<file path="src/design/lfd_pkg.sv">
// Package for the length field deframer: shared constants, codes and the
// front-to-back command type. No dependencies.
`default_nettype none
package lfd_pkg;
    localparam int MAX_PACKET    = 8192;
    localparam int HEADER_WINDOW = 32;
    localparam int FIELD_MAX     = 16;
    localparam int LEN_W         = 14;

    localparam logic [2:0] ERR_NONE  = 3'd0;
    localparam logic [2:0] ERR_WIDTH = 3'd1;
    localparam logic [2:0] ERR_ZERO  = 3'd2;
    localparam logic [2:0] ERR_LONG  = 3'd3;
    localparam logic [2:0] ERR_SHORT = 3'd4;

    localparam logic [2:0] CFG_OFFSET = 3'd0;
    localparam logic [2:0] CFG_WIDTH  = 3'd1;
    localparam logic [2:0] CFG_KIND   = 3'd2;
    localparam logic [2:0] CFG_HASHDR = 3'd3;
    localparam logic [2:0] CFG_HDRLEN = 3'd4;

    localparam logic [1:0] KIND_BIN  = 2'd0;
    localparam logic [1:0] KIND_DEC  = 2'd1;
    localparam logic [1:0] KIND_HEX  = 2'd2;
    localparam logic [1:0] KIND_RSVD = 2'd3;

    localparam logic [2:0] TP_BLANK  = 3'd0;
    localparam logic [2:0] TP_PLUS   = 3'd1;
    localparam logic [2:0] TP_MINUS  = 3'd2;
    localparam logic [2:0] TP_ZERO   = 3'd3;
    localparam logic [2:0] TP_ZERON  = 3'd4;
    localparam logic [2:0] TP_DIG    = 3'd5;
    localparam logic [2:0] TP_DIGN   = 3'd6;
    localparam logic [2:0] TP_DONE   = 3'd7;

    // command from front to back
    typedef struct packed {
        logic       burst;   // release held bytes
        logic       err;
        logic [2:0] code;
        logic [7:0] data;
        logic       last;    // final_byte of a pass-through byte or of the burst
        logic [5:0] count;   // burst length, 1..32
    } cmd_t;
endpackage
`default_nettype wire

</file>
<file path="src/design/lfd_front.sv">
// Front end: header byte counting, length field decode and classification.
// Depends on lfd_pkg; feeds commands into lfd_queue.
`default_nettype none
module lfd_front #(
    parameter int MAX_PACKET    = lfd_pkg::MAX_PACKET,
    parameter int HEADER_WINDOW = lfd_pkg::HEADER_WINDOW,
    parameter int FIELD_MAX     = lfd_pkg::FIELD_MAX,
    parameter int LW            = $clog2(MAX_PACKET + 2)
) (
    input  wire               aclk,
    input  wire               aresetn,
    input  wire [7:0]         in_byte,
    input  wire               in_valid,
    output logic              in_ready,
    input  wire [4:0]         field_offset,
    input  wire [4:0]         field_width,
    input  wire [1:0]         field_kind,
    input  wire               length_has_header,
    input  wire [13:0]        header_bytes,
    output lfd_pkg::cmd_t     cmd,
    output logic [LW-1:0]     cmd_len,
    output logic              cmd_valid,
    input  wire               cmd_ready,
    input  wire               back_busy
);
    localparam logic [LW-1:0] SAT = LW'(MAX_PACKET + 1);
    localparam int CW = LW + 1;

    logic [CW-1:0] count_reg, count_next;
    logic [LW-1:0] flen_reg, flen_next, acc_reg, acc_next;
    logic          known_reg, known_next;
    logic [2:0]    tp_reg, tp_next;

    logic [5:0]  window;
    logic [CW-1:0] cnt1;
    logic        in_field, fire;
    logic [4:0]  dig;
    logic        isd, neg, blank;
    logic [4:0]  base;
    logic [LW+8:0] prod;
    logic [LW+1:0] sum;
    logic [2:0]  code;

    assign in_ready = cmd_ready && !back_busy;
    assign fire = in_valid && in_ready;
    assign window = {1'b0, field_offset} + {1'b0, field_width};
    assign cnt1 = count_reg + CW'(1);
    assign in_field = (count_reg >= CW'(field_offset)) && (count_reg < CW'(window));
    assign base = (field_kind == lfd_pkg::KIND_HEX) ? 5'd16 : 5'd10;

    always_comb begin
        if (in_byte >= "0" && in_byte <= "9") dig = 5'(in_byte - "0");
        else if (in_byte >= "a" && in_byte <= "f") dig = 5'(in_byte - "a" + 8'd10);
        else if (in_byte >= "A" && in_byte <= "F") dig = 5'(in_byte - "A" + 8'd10);
        else dig = 5'd16;
    end
    assign isd = dig < base;
    assign neg = (tp_reg == lfd_pkg::TP_MINUS) || (tp_reg == lfd_pkg::TP_ZERON) ||
                 (tp_reg == lfd_pkg::TP_DIGN);
    assign blank = (in_byte == 8'd32) || (in_byte >= 8'd9 && in_byte <= 8'd13);

    always_comb begin
        prod = (field_kind == lfd_pkg::KIND_BIN) ? {acc_reg, 8'd0} + (LW+9)'(in_byte)
             : (LW+9)'(acc_reg) * (LW+9)'(base) + (LW+9)'(dig);
    end

    always_comb begin
        acc_next = acc_reg;
        tp_next  = tp_reg;
        if (field_kind == lfd_pkg::KIND_BIN) begin
            acc_next = (prod > (LW+9)'(SAT)) ? SAT : prod[LW-1:0];
        end else if (field_kind != lfd_pkg::KIND_RSVD) begin
            case (tp_reg)
                lfd_pkg::TP_BLANK, lfd_pkg::TP_PLUS, lfd_pkg::TP_MINUS: begin
                    if (tp_reg == lfd_pkg::TP_BLANK && blank) begin
                    end else if (tp_reg == lfd_pkg::TP_BLANK && in_byte == "+") begin
                        tp_next = lfd_pkg::TP_PLUS;
                    end else if (tp_reg == lfd_pkg::TP_BLANK && in_byte == "-") begin
                        tp_next = lfd_pkg::TP_MINUS;
                    end else if (!isd) begin
                        tp_next = lfd_pkg::TP_DONE;
                    end else if (dig == 5'd0) begin
                        tp_next = neg ? lfd_pkg::TP_ZERON : lfd_pkg::TP_ZERO;
                    end else begin
                        acc_next = neg ? SAT : LW'(dig);
                        tp_next  = neg ? lfd_pkg::TP_DIGN : lfd_pkg::TP_DIG;
                    end
                end
                lfd_pkg::TP_ZERO, lfd_pkg::TP_ZERON, lfd_pkg::TP_DIG,
                lfd_pkg::TP_DIGN: begin
                    if ((tp_reg == lfd_pkg::TP_ZERO || tp_reg == lfd_pkg::TP_ZERON)
                        && base == 5'd16 && (in_byte == "x" || in_byte == "X")) begin
                        tp_next = neg ? lfd_pkg::TP_DIGN : lfd_pkg::TP_DIG;
                    end else if (!isd) begin
                        tp_next = lfd_pkg::TP_DONE;
                    end else begin
                        tp_next = neg ? lfd_pkg::TP_DIGN : lfd_pkg::TP_DIG;
                        if (neg) acc_next = (acc_reg != '0 || dig != 5'd0) ? SAT : '0;
                        else acc_next = (prod > (LW+9)'(SAT)) ? SAT : prod[LW-1:0];
                    end
                end
                default: begin
                end
            endcase
        end
    end

    logic [LW-1:0] acc_fin;
    assign acc_fin = in_field ? acc_next : acc_reg;
    assign sum = (LW+2)'(acc_fin) + (LW+2)'(header_bytes);

    logic [LW-1:0] len_tot;
    always_comb begin
        len_tot = acc_fin;
        if (!length_has_header) len_tot = (sum > (LW+2)'(SAT)) ? SAT : sum[LW-1:0];
        if (field_kind == lfd_pkg::KIND_RSVD || field_width > 5'(FIELD_MAX) ||
            cnt1 > CW'(HEADER_WINDOW) ||
            (field_kind == lfd_pkg::KIND_BIN && field_width != 5'd1 &&
             field_width != 5'd2 && field_width != 5'd4))
            code = lfd_pkg::ERR_WIDTH;
        else if (acc_fin == '0) code = lfd_pkg::ERR_ZERO;
        else if (len_tot > LW'(MAX_PACKET)) code = lfd_pkg::ERR_LONG;
        else if (CW'(len_tot) < cnt1) code = lfd_pkg::ERR_SHORT;
        else code = lfd_pkg::ERR_NONE;
    end

    always_comb begin
        count_next = count_reg;
        flen_next  = flen_reg;
        known_next = known_reg;
        cmd        = '0;
        cmd.data   = in_byte;
        cmd_len    = flen_reg;
        cmd_valid  = 1'b0;
        if (fire) begin
            if (known_reg) begin
                cmd_valid = 1'b1;
                cmd.last  = CW'(flen_reg) <= cnt1;
                count_next = cnt1;
                if (cmd.last) begin
                    count_next = '0;
                    known_next = 1'b0;
                    flen_next  = '0;
                end
            end else begin
                count_next = cnt1;
                if (cnt1 >= CW'(window)) begin
                    cmd_valid = 1'b1;
                    count_next = '0;
                    if (code != lfd_pkg::ERR_NONE) begin
                        cmd.err  = 1'b1;
                        cmd.code = code;
                    end else begin
                        cmd.burst = 1'b1;
                        cmd.count = 6'(cnt1);
                        cmd.last  = CW'(len_tot) == cnt1;
                        cmd_len   = len_tot;
                        if (!cmd.last) begin
                            known_next = 1'b1;
                            flen_next  = len_tot;
                            count_next = cnt1;
                        end
                    end
                end
            end
        end
    end

    always_ff @(posedge aclk) begin
        if (!aresetn) begin
            count_reg <= '0;
            flen_reg  <= '0;
            known_reg <= 1'b0;
            acc_reg   <= '0;
            tp_reg    <= lfd_pkg::TP_BLANK;
        end else if (fire) begin
            count_reg <= count_next;
            flen_reg  <= flen_next;
            known_reg <= known_next;
            if (cmd_valid) begin
                acc_reg <= '0;
                tp_reg  <= lfd_pkg::TP_BLANK;
            end else if (!known_reg && in_field) begin
                acc_reg <= acc_next;
                tp_reg  <= tp_next;
            end
        end
    end
endmodule
`default_nettype wire

</file>
<file path="src/design/lfd_queue.sv">
// Short command queue between front and back. Depends on lfd_pkg.
`default_nettype none
module lfd_queue #(
    parameter int LW = 14
) (
    input  wire              aclk,
    input  wire              aresetn,
    input  lfd_pkg::cmd_t    wr_cmd,
    input  wire [LW-1:0]     wr_len,
    input  wire              wr_valid,
    output logic             wr_ready,
    output lfd_pkg::cmd_t    rd_cmd,
    output logic [LW-1:0]    rd_len,
    output logic             rd_valid,
    input  wire              rd_ready
);
    lfd_pkg::cmd_t mem_cmd [4];
    logic [LW-1:0] mem_len [4];
    logic [1:0] wp_reg, rp_reg;
    logic [2:0] n_reg;
    logic wr, rd;

    assign wr_ready = n_reg < 3'd4;
    assign rd_valid = n_reg != 3'd0;
    assign wr = wr_valid && wr_ready;
    assign rd = rd_valid && rd_ready;
    assign rd_cmd = mem_cmd[rp_reg];
    assign rd_len = mem_len[rp_reg];

    always_ff @(posedge aclk) begin
        if (wr) begin
            mem_cmd[wp_reg] <= wr_cmd;
            mem_len[wp_reg] <= wr_len;
        end
        if (!aresetn) begin
            wp_reg <= '0;
            rp_reg <= '0;
            n_reg  <= '0;
        end else begin
            if (wr) wp_reg <= wp_reg + 2'd1;
            if (rd) rp_reg <= rp_reg + 2'd1;
            n_reg <= n_reg + 3'(wr) - 3'(rd);
        end
    end

    a_no_over: assert property (@(posedge aclk) disable iff (!aresetn)
        n_reg <= 3'd4) else $error("queue overflow");
    a_cnt: assert property (@(posedge aclk) disable iff (!aresetn)
        (wr && !rd) |=> n_reg == $past(n_reg) + 3'd1) else $error("queue count");
    a_valid: assert property (@(posedge aclk) disable iff (!aresetn)
        rd_valid == (n_reg != 0)) else $error("queue valid");
endmodule
`default_nettype wire

</file>
<file path="src/design/lfd_back.sv">
// Back end: header store, burst release and output register.
// Depends on lfd_pkg; reads commands from lfd_queue.
`default_nettype none
module lfd_back #(
    parameter int LW            = 14,
    parameter int HEADER_WINDOW = lfd_pkg::HEADER_WINDOW,
    parameter int HW            = $clog2(HEADER_WINDOW)
) (
    input  wire              aclk,
    input  wire              aresetn,
    input  wire              st_we,
    input  wire [HW-1:0]     st_addr,
    input  wire [7:0]        st_data,
    input  lfd_pkg::cmd_t    cmd,
    input  wire [LW-1:0]     cmd_len,
    input  wire              cmd_valid,
    output logic             cmd_ready,
    output logic             busy,
    output logic [7:0]       m_out_byte,
    output logic             m_first_byte,
    output logic             m_final_byte,
    output logic [13:0]      m_packet_len,
    output logic             m_error_flag,
    output logic [2:0]       m_error_code,
    output logic             m_run_end,
    output logic             m_valid,
    input  wire              m_ready
);
    logic [7:0] store [HEADER_WINDOW];
    logic [6:0] idx_reg;
    logic       act_reg;
    lfd_pkg::cmd_t cur_reg;
    logic [LW-1:0] len_reg;
    logic       adv, lastb;

    always_ff @(posedge aclk) begin
        if (st_we) store[st_addr] <= st_data;
    end

    assign adv = !m_valid || m_ready;
    assign lastb = act_reg && (idx_reg + 7'd1 == {1'b0, cur_reg.count});
    assign cmd_ready = adv && !act_reg;
    assign busy = act_reg || cmd_valid;

    always_ff @(posedge aclk) begin
        if (!aresetn) begin
            m_valid <= 1'b0;
            act_reg <= 1'b0;
            idx_reg <= '0;
        end else if (adv) begin
            m_valid <= 1'b0;
            if (act_reg) begin
                m_valid      <= 1'b1;
                m_out_byte   <= store[idx_reg[HW-1:0]];
                m_first_byte <= idx_reg == '0;
                m_final_byte <= lastb && cur_reg.last;
                m_packet_len <= 14'(len_reg);
                m_error_flag <= 1'b0;
                m_error_code <= lfd_pkg::ERR_NONE;
                m_run_end    <= lastb;
                idx_reg      <= idx_reg + 7'd1;
                if (lastb) act_reg <= 1'b0;
            end else if (cmd_valid) begin
                if (cmd.burst) begin
                    act_reg <= 1'b1;
                    cur_reg <= cmd;
                    len_reg <= cmd_len;
                    idx_reg <= '0;
                end else begin
                    m_valid      <= 1'b1;
                    m_out_byte   <= cmd.err ? 8'd0 : cmd.data;
                    m_first_byte <= 1'b0;
                    m_final_byte <= cmd.last;
                    m_packet_len <= cmd.err ? 14'd0 : 14'(cmd_len);
                    m_error_flag <= cmd.err;
                    m_error_code <= cmd.code;
                    m_run_end    <= 1'b1;
                end
            end
        end
    end

    a_hold: assert property (@(posedge aclk) disable iff (!aresetn)
        (m_valid && !m_ready) |=> m_valid) else $error("result dropped");
    a_err: assert property (@(posedge aclk) disable iff (!aresetn)
        (m_valid && m_error_flag) |-> m_run_end) else $error("error not run end");
    a_first: assert property (@(posedge aclk) disable iff (!aresetn)
        (m_valid && m_first_byte) |-> !m_error_flag) else $error("bad first");
endmodule
`default_nettype wire

</file>
<file path="src/design/length_field_deframer.sv">
// Top level of the length field deframer: config registers, front, queue, back.
// Depends on lfd_pkg, lfd_front, lfd_queue and lfd_back.
//
// Usage: bytes enter on s_data_byte with s_valid/s_ready; results leave on the
// m_ ports with m_valid/m_ready; registers are written on cfg_valid/cfg_ready
// with cfg_index and cfg_data while the block is idle.
// Each accepted byte past the header yields one result, written first into
// the queue, then into the back output register; input waits for the queue
// and back end to drain, so no byte is taken until the last has left the queue.
// When the length field completes, the held header of N bytes is released
// from the header store one per cycle while the receiver does not stall; input
// is held off during that release, as the back end reads one entry per cycle.
// A bad length gives one error result and the search restarts at the next
// byte. Reset clears all control state and sets registers to their defaults.
// When the receiver stalls, the output register holds, the command queue
// keeps its one pending command and s_ready stays low; nothing is lost.
`default_nettype none
module length_field_deframer #(
    parameter int MAX_PACKET    = lfd_pkg::MAX_PACKET,
    parameter int HEADER_WINDOW = lfd_pkg::HEADER_WINDOW,
    parameter int FIELD_MAX     = lfd_pkg::FIELD_MAX
) (
    input  wire         aclk,
    input  wire         aresetn,
    input  wire [7:0]   s_data_byte,
    input  wire         s_valid,
    output logic        s_ready,
    input  wire [2:0]   cfg_index,
    input  wire [13:0]  cfg_data,
    input  wire         cfg_valid,
    output logic        cfg_ready,
    output logic [7:0]  m_out_byte,
    output logic        m_first_byte,
    output logic        m_final_byte,
    output logic [13:0] m_packet_len,
    output logic        m_error_flag,
    output logic [2:0]  m_error_code,
    output logic        m_run_end,
    output logic        m_valid,
    input  wire         m_ready
);
    localparam int LW = $clog2(MAX_PACKET + 2);
    localparam int HW = $clog2(HEADER_WINDOW);

    logic [4:0]  off_reg, wid_reg;
    logic [1:0]  kind_reg;
    logic        hh_reg;
    logic [13:0] hb_reg;
    logic [HW:0] wp_reg;

    assign cfg_ready = 1'b1;
    always_ff @(posedge aclk) begin
        if (!aresetn) begin
            off_reg  <= 5'd0;
            wid_reg  <= 5'd4;
            kind_reg <= lfd_pkg::KIND_BIN;
            hh_reg   <= 1'b1;
            hb_reg   <= 14'd0;
        end else if (cfg_valid) begin
            case (cfg_index)
                lfd_pkg::CFG_OFFSET: off_reg  <= cfg_data[4:0];
                lfd_pkg::CFG_WIDTH:  wid_reg  <= cfg_data[4:0];
                lfd_pkg::CFG_KIND:   kind_reg <= cfg_data[1:0];
                lfd_pkg::CFG_HASHDR: hh_reg   <= cfg_data[0];
                lfd_pkg::CFG_HDRLEN: hb_reg   <= cfg_data;
                default: begin
                end
            endcase
        end
    end

    lfd_pkg::cmd_t f_cmd, q_cmd;
    logic [LW-1:0] f_len, q_len;
    logic f_valid, f_ready, q_valid, q_ready, b_busy, fire, known_pos;

    lfd_front #(.MAX_PACKET(MAX_PACKET), .HEADER_WINDOW(HEADER_WINDOW),
                .FIELD_MAX(FIELD_MAX), .LW(LW)) u_front (
        .aclk, .aresetn, .in_byte(s_data_byte), .in_valid(s_valid), .in_ready(s_ready),
        .field_offset(off_reg), .field_width(wid_reg), .field_kind(kind_reg),
        .length_has_header(hh_reg), .header_bytes(hb_reg),
        .cmd(f_cmd), .cmd_len(f_len), .cmd_valid(f_valid), .cmd_ready(f_ready),
        .back_busy(b_busy));

    lfd_queue #(.LW(LW)) u_queue (
        .aclk, .aresetn, .wr_cmd(f_cmd), .wr_len(f_len), .wr_valid(f_valid),
        .wr_ready(f_ready), .rd_cmd(q_cmd), .rd_len(q_len), .rd_valid(q_valid),
        .rd_ready(q_ready));

    // header write pointer tracks header bytes; a burst with payload to follow parks it, others reset it
    assign fire = s_valid && s_ready;
    assign known_pos = wp_reg == '1;
    always_ff @(posedge aclk) begin
        if (!aresetn) wp_reg <= '0;
        else if (fire && f_valid) wp_reg <= (f_cmd.burst && !f_cmd.last) ? '1 : '0;
        else if (fire && f_valid == 1'b0 && !known_pos) wp_reg <= wp_reg + (HW+1)'(1);
    end

    lfd_back #(.LW(LW), .HEADER_WINDOW(HEADER_WINDOW), .HW(HW)) u_back (
        .aclk, .aresetn,
        .st_we(fire && !known_pos && !wp_reg[HW]), .st_addr(wp_reg[HW-1:0]),
        .st_data(s_data_byte),
        .cmd(q_cmd), .cmd_len(q_len), .cmd_valid(q_valid), .cmd_ready(q_ready),
        .busy(b_busy),
        .m_out_byte, .m_first_byte, .m_final_byte, .m_packet_len, .m_error_flag,
        .m_error_code, .m_run_end, .m_valid, .m_ready);
endmodule
`default_nettype wire

</file>
<file path="config.mk">
export PLATFORM = sky130hd
export DESIGN_NAME = length_field_deframer
export DESIGN_NICKNAME = d
export VERILOG_FILES = /design/src/design/lfd_pkg.sv /design/src/design/lfd_front.sv /design/src/design/lfd_queue.sv /design/src/design/lfd_back.sv /design/src/design/length_field_deframer.sv
export SDC_FILE = /design/constraint.sdc
export NUM_CORES = 1
export LEC_CHECK = 0
export ABC_AREA = 1
export BUFFER_PORTS_ARGS = -buffer_cell sky130_fd_sc_hd__buf_2
export CORE_MARGIN = 2
export CORE_UTILIZATION = 50
export CTS_BUF_LIST = sky130_fd_sc_hd__clkbuf_8
export DETAILED_ROUTE_END_ITERATION = 8
export PLACE_DENSITY = 0.7
export SLEW_MARGIN = 20
export SYNTH_ARGS = -nofsm -noshare
export SYNTH_HDL_FRONTEND = slang
export SYNTH_HIERARCHICAL = 1
export SYNTH_SLANG_ARGS = --single-unit
</file>
<file path="constraint.sdc">
create_clock -name aclk -period 26.7 [get_ports aclk]
set_input_delay 4.005 -clock aclk [delete_from_list [all_inputs] [get_ports aclk]]
set_output_delay 4.005 -clock aclk [all_outputs]
set_load 0.1 [all_outputs]
</file>
Word-level counts from Yosys, hierarchy flattened

Memories as Yosys holds them, arrays and structs flattened. A register that Yosys moved wholly into a read port is not among the register bits.
Index checks and enable logic that the tools add are counted.

Add/sub/neg operators: 16
$mul: 1
Magnitude comparators: 20
Equality and inequality tests: 31
Mux-type cells: 118
Bitwise logic cells: 2
Reductions and logical operators: 75

Operators with widths:

| operator                                              | count |
|---|---|
| two-way mux 14 bit                                    | 31 |
| two-way mux 15 bit                                    | 5 |
| two-way mux 3 bit                                     | 18 |
| two-way mux 5 bit                                     | 9 |
| two-way mux 7 bit                                     | 6 |
| two-way mux 1 bit                                     | 32 |
| two-way mux 8 bit                                     | 4 |
| case mux 14 bit (2 select lines)                      | 1 |
| logical AND 1 bit                                     | 27 |
| equality test 8 x 6 -> 1 bit (second input constant)  | 3 |
| two-way mux 6 bit                                     | 4 |
| adder 22 x 8 -> 23 bit                                | 1 |
| > comparator 23 x 14 -> 1 bit (second input constant) | 1 |
| two-way mux 23 bit                                    | 1 |
| adder 19 x 5 -> 20 bit                                | 1 |
| multiplier 14 x 5 -> 19 bit                           | 1 |
| equality test 8 x 7 -> 1 bit (second input constant)  | 2 |
| >= comparator 8 x 7 -> 1 bit (second input constant)  | 2 |
| > comparator 16 x 14 -> 1 bit (second input constant) | 1 |
| <= comparator 8 x 7 -> 1 bit (second input constant)  | 2 |
| adder 14 x 14 -> 15 bit                               | 1 |
| adder 15 x 1 -> 15 bit (second input constant)        | 1 |
| equality test 14 x 15 -> 1 bit                        | 1 |
| >= comparator 15 x 5 -> 1 bit                         | 1 |
| other kinds (57)                                      | 107 |

Register bits after elaboration: 146
Bits in writable memories: 392
Word-level logic and storage cells: 293
Memories kept: 3

Memories:

| memory          | depth | width | rd ports | clocked after Yosys merged registers in | wr ports | line            | text |
|---|---|---|---|---|---|---|---|
| u_back.store    | 32    | 8     | 1        | 1                                       | 1        | lfd_back.sv:29  | `logic [7:0] store [HEADER_WINDOW];` |
| u_queue.mem_cmd | 4     | 20    | 1        | 1                                       | 1        | lfd_queue.sv:17 | `lfd_pkg::cmd_t mem_cmd [4];` |
| u_queue.mem_len | 4     | 14    | 1        | 1                                       | 1        | lfd_queue.sv:18 | `logic [LW-1:0] mem_len [4];` |

Depth between registers and ports, before layout

Depth after elaboration: 34
Mapped depth: 77
Mapped depth without buffers: 74

Cells and area by module

Netlist, hierarchy kept.

By module, submodules not included:

| module                | instances | cells an instance | area an instance (um^2) | sequential area each (um^2) |
|---|---|---|---|---|
| lfd_back              | 1         | 1,111             | 13,088.8                | 9,469.1 |
| lfd_front             | 1         | 1,498             | 8,770.9                 | 940.9 |
| lfd_queue             | 1         | 389               | 5,705.5                 | 4,264.1 |
| length_field_deframer | 1         | 203               | 1,441.4                 | 660.6 |

Worst setup path before layout

No wires, ideal clock.

Path type: input to register
Start: in s_data_byte[1]
End: reg wp_reg[0] (netlist name)
Library setup time: 112 ps
Data arrival time: 12,325 ps
Required time: 26,588 ps
Setup slack: 14,263 ps
Stages on the path: 69
Path through: inv_1 ha_1 inv_1 nand3_1 nand3_1 o21ai_2 inv_1 ha_1 ha_1 fa_1 fa_1 nand2_1 nand2_1 nand3_1 nand2_1 nand2_1 nand3_1 nand2_1 [... 33 more ...] nand2_1 o21ai_0 nand4_1 o211ai_1 a21oi_1 nor2_1 o31ai_1 nor4_1 nand3_2 nand2_4 buf_4 nand4_1 nor2_1 inv_1 nand3_1 nand3_2 nor2_1 nor2_1

RTL lines:

| item        | line                        | text |
|---|---|---|
| from (decl) | length_field_deframer.sv:25 | `input wire [7:0] s_data_byte,` |

==> flow_metrics.py <==
metrics = {
    "routing": {
        "drt_pass1_iterations": 8,
        "drt_wl_total_um": 68500,
        "ant_nets": 0,
        "drtIter0Drc": 1924,
        "wl_per_cell_um": 16.74,
        "viasPerCell": 5.409,
        "drc": 0,
        "num_vias": 22130,
    },
    "timing": {
        "hold_viol_final": 0,
        "fin_skew_ps": 34.40,
        "slew_violations": 0,
        "fmax_mhz": 69.71,
        "min_period_ps": 14350,
        "grt_setup_unrepaired": "no",
        "slew_headroom_pct": 34.00,
        "setup_viol": 0,
        "tightest_slew_ps": 986.4,
        "setup_tns_ps": 0,
        "min_period_over_period_pct": 53.73,
    },
    "min_path": {
        "hp-class": "reg -> reg",
    },
    "placed_design": {
        "gp_congestion": 0.9552,
        "place_hpwl_um": 45660,
        "dp_cells": 3924,
        "numPortBuffers": 60,
    },
    "pwr": {
        "combPwrFrac_pct": 32.7,
        "powerDensity_mw_per_mm2": 81.05,
        "power_leakage_nw": 13.05,
        "power_frac_seq_pct": 40.2,
        "ir_drop_v": 0.00005337,
        "switching_share_pct": 38.11,
        "pwr-share-clk_pct": 27.1,
        "totalPowerFinal_mw": 2.543,
        "p_int_mw": 1.574,
        "switchingPower_uw": 969.0,
    },
    "clocking": {
        "htree_levels": 3,
        "path_clk_slew_ps": 50,
        "cts_hold_buf": 0,
        "cts_max_path_buffers": 3,
        "root_buffer": "clkbuf_8",
        "cts_tree": "built",
        "cts_sinks": 545,
        "numCtsBuffers": 89,
        "clk_latency_ps": 670,
        "ctsResizeCount": 0,
        "cts_setup_buffers": 0,
    },
    "yosys": {
        "yosys.cell_count.top_type": "nand2_1",
        "ys_ff_latch": 545,
        "syn_avg_cell_area_um2": 9.062,
        "synth_area_leader_cell": "edfxtp_1",
        "netlist_area_mm2": 0.02901,
        "yosys-top-cells-area": "edfxtp_1 (46%), nand2_1 (11%), dfxtp_1 (7.1%)",
        "synth_ff_type": "edfxtp_1",
        "synth_top_area_share_pct": 45.76,
        "yosysUniqueCellTypes": 66,
        "yosysWarnings": 6,
        "synth-edff-count": 442,
        "ys_top_cells_by_count": "nand2_1 (845), edfxtp_1 (442), nand3_1 (386), nor2_1 (289), inv_1 (285)",
        "netlist_instances": 3201,
        "async_flop_share_pct": 0,
        "yosysSeqAreaShare_pct": 52.87,
    },
    "die": {
        "core_mm2": 0.05748,
        "fp.dieH_um": 244.9,
        "dieWidth_um": 244.9,
        "start_util_pct": 50.47,
        "dieArea_mm2": 0.05996,
        "pin_count": 62,
        "num_rows": 88,
    },
    "setup_path": {
        "cp.required_ps": 27240,
        "cp.arrival_ps": 14890,
        "crit_path_frequent_cell": "nand2_1",
        "worstSetupStartpointType": "primary input",
        "path_class": "in -> reg",
        "cp-end-kind": "flip-flop",
        "slowest_stage": "nor2_1",
        "crit_fanout": 40,
        "slowest_delay_ps": 570,
    },
    "final_layout": {
        "drive_above_1_share_pct": 9.714,
        "nFillCells": 5153,
        "fin_nets": 3419,
        "largest_reg_flops": 256,
        "reg_top3": "u_back/store: 256 flops, u_queue/mem_cmd: 80 flops, u_queue/mem_len: 56 flops",
        "largest_register": "u_back/store",
        "syn_to_final_growth_pct": 8.152,
        "final_cells": 4091,
    },
    "global_routing": {
        "grt_pass1_vias": 21070,
        "grt_overflow": 0,
        "grt_pass1_wl_um": 110000,
        "grt_max_degree": 76,
        "grt_usage_pct": 22.87,
        "antenna_found_initial": 1,
    },
    "run_status": {
        "status": "complete, no violations",
    },
    "job": {
        "drv_cap": 0,
    },
}
power groups by stage:
| stage | Combinational, mW | Sequential, mW | Clock (mW) |
|---|---|---|---|
| floorplan | 0.595 | 1.11 | 0 |
| global placement | 0.816 | 1.04 | 0 |
| detailed placement | 0.826 | 1.04 | 0 |
| CTS | 0.829 | 1.02 | 0.703 |
| global route | 0.927 | 1.03 | 0.739 |
| finish | 0.831 | 1.02 | 0.689 |
through the flow:
stage               cell area, um2  hold WS, ps  utilization, %  worst slack [ps]
floorplan                    29050        443.5               -             14260
global placement             29600        457.2           51.51             12290
detailed placement           29630        468.3           51.56             11960
CTS                          31340        479.2           54.52             12610
global route                 31370        515.5           54.58             10960
finish                       31370        481.5           54.58             12350
worst paths after layout:
check / startpoint / to / slack, ps / cells past startpoint
setup / recovery: s_data_byte[1] / wp_reg[2] / 12350 / 69
hold / removal: u_queue/rp_reg[0] / flip-flop / 480 / 2
setup reg to reg: kind_reg[1] / wp_reg[2] / 15640 / 68
hold reg to reg: u_queue/rp_reg[0] / flip-flop / 480 / 2
cell usage in the layout, fill, tap and decap left out, types with 20 or more instances in the layout:
| cell | Yosys | final |
|---|---|---|
| xor2_1 | 22 | 22 |
| buf_4 | 22 | 24 |
| a21oi_1 | 110 | 110 |
| o22ai_2 | 20 | 20 |
| ha_1 | 121 | 121 |
| nor2_1 | 289 | 285 |
| nand2_1 | 845 | 845 |
| edfxtp_1 | 442 | 442 |
| nor3_1 | 30 | 29 |
| o21ai_0 | 127 | 127 |
| o21ai_1 | 28 | 28 |
| buf_2 | 42 | 60 |
| dfxtp_1 | 103 | 100 |
| nand3_1 | 386 | 386 |
| inv_1 | 285 | 316 |
| nor2_2 | 25 | 25 |
| clkbuf_8 | 0 | 94 |
| nand4_1 | 31 | 31 |
per-layer routing:
metal	GRT usage, %	routed length (um)	vias up	part of all wire, %
li1	-	-	10920	-
met1	32.01	31240	10370	46
met2	36.92	31400	728	46
met3	3.236	4479	106	6.5
met4	7.156	1378	0	2.0
met5	0	0	-	0
worst max-delay path, delay by kind of cell:
family,cells,cell delay [ps]
buffers and inverters,5,1070
AO/OA/AOI/OAI,6,770
XOR/XNOR,1,180
AND/OR/NAND/NOR,50,6320
adder cells (fa/ha/maj),7,2470
final cells by class:
cell class / instances / area [um2] / area share, %
Antenna cell: 1 / 2.502 / 0.007977
Clock buffer: 94 / 1294 / 4.124
Clock inverter: 71 / 411.6 / 1.312
Inverter: 306 / 1157 / 3.689
Multi-Input combinational cell: 2223 / 11680 / 37.23
Sequential cell: 545 / 15340 / 48.90
Tap cell: 765 / 957.2 / 3.051
Timing Repair Buffer: 86 / 528.0 / 1.683
logic make-up (layout without fill, tap and decap cells):
logic type / after synthesis / count (layout) / synth area share [%]
AO/OA/AOI/OAI: 363 / 363 / 7.566
XOR/XNOR: 30 / 30 / 0.9058
adder cells (fa/ha/maj): 138 / 138 / 6.393
buffers and inverters: 445 / 557 / 7.204
flip-flops: 545 / 545 / 52.87
other: 3 / 16 / 0.03882
AND/OR/NAND/NOR: 1677 / 1677 / 25.03
(Power assumes the default switching activity.)
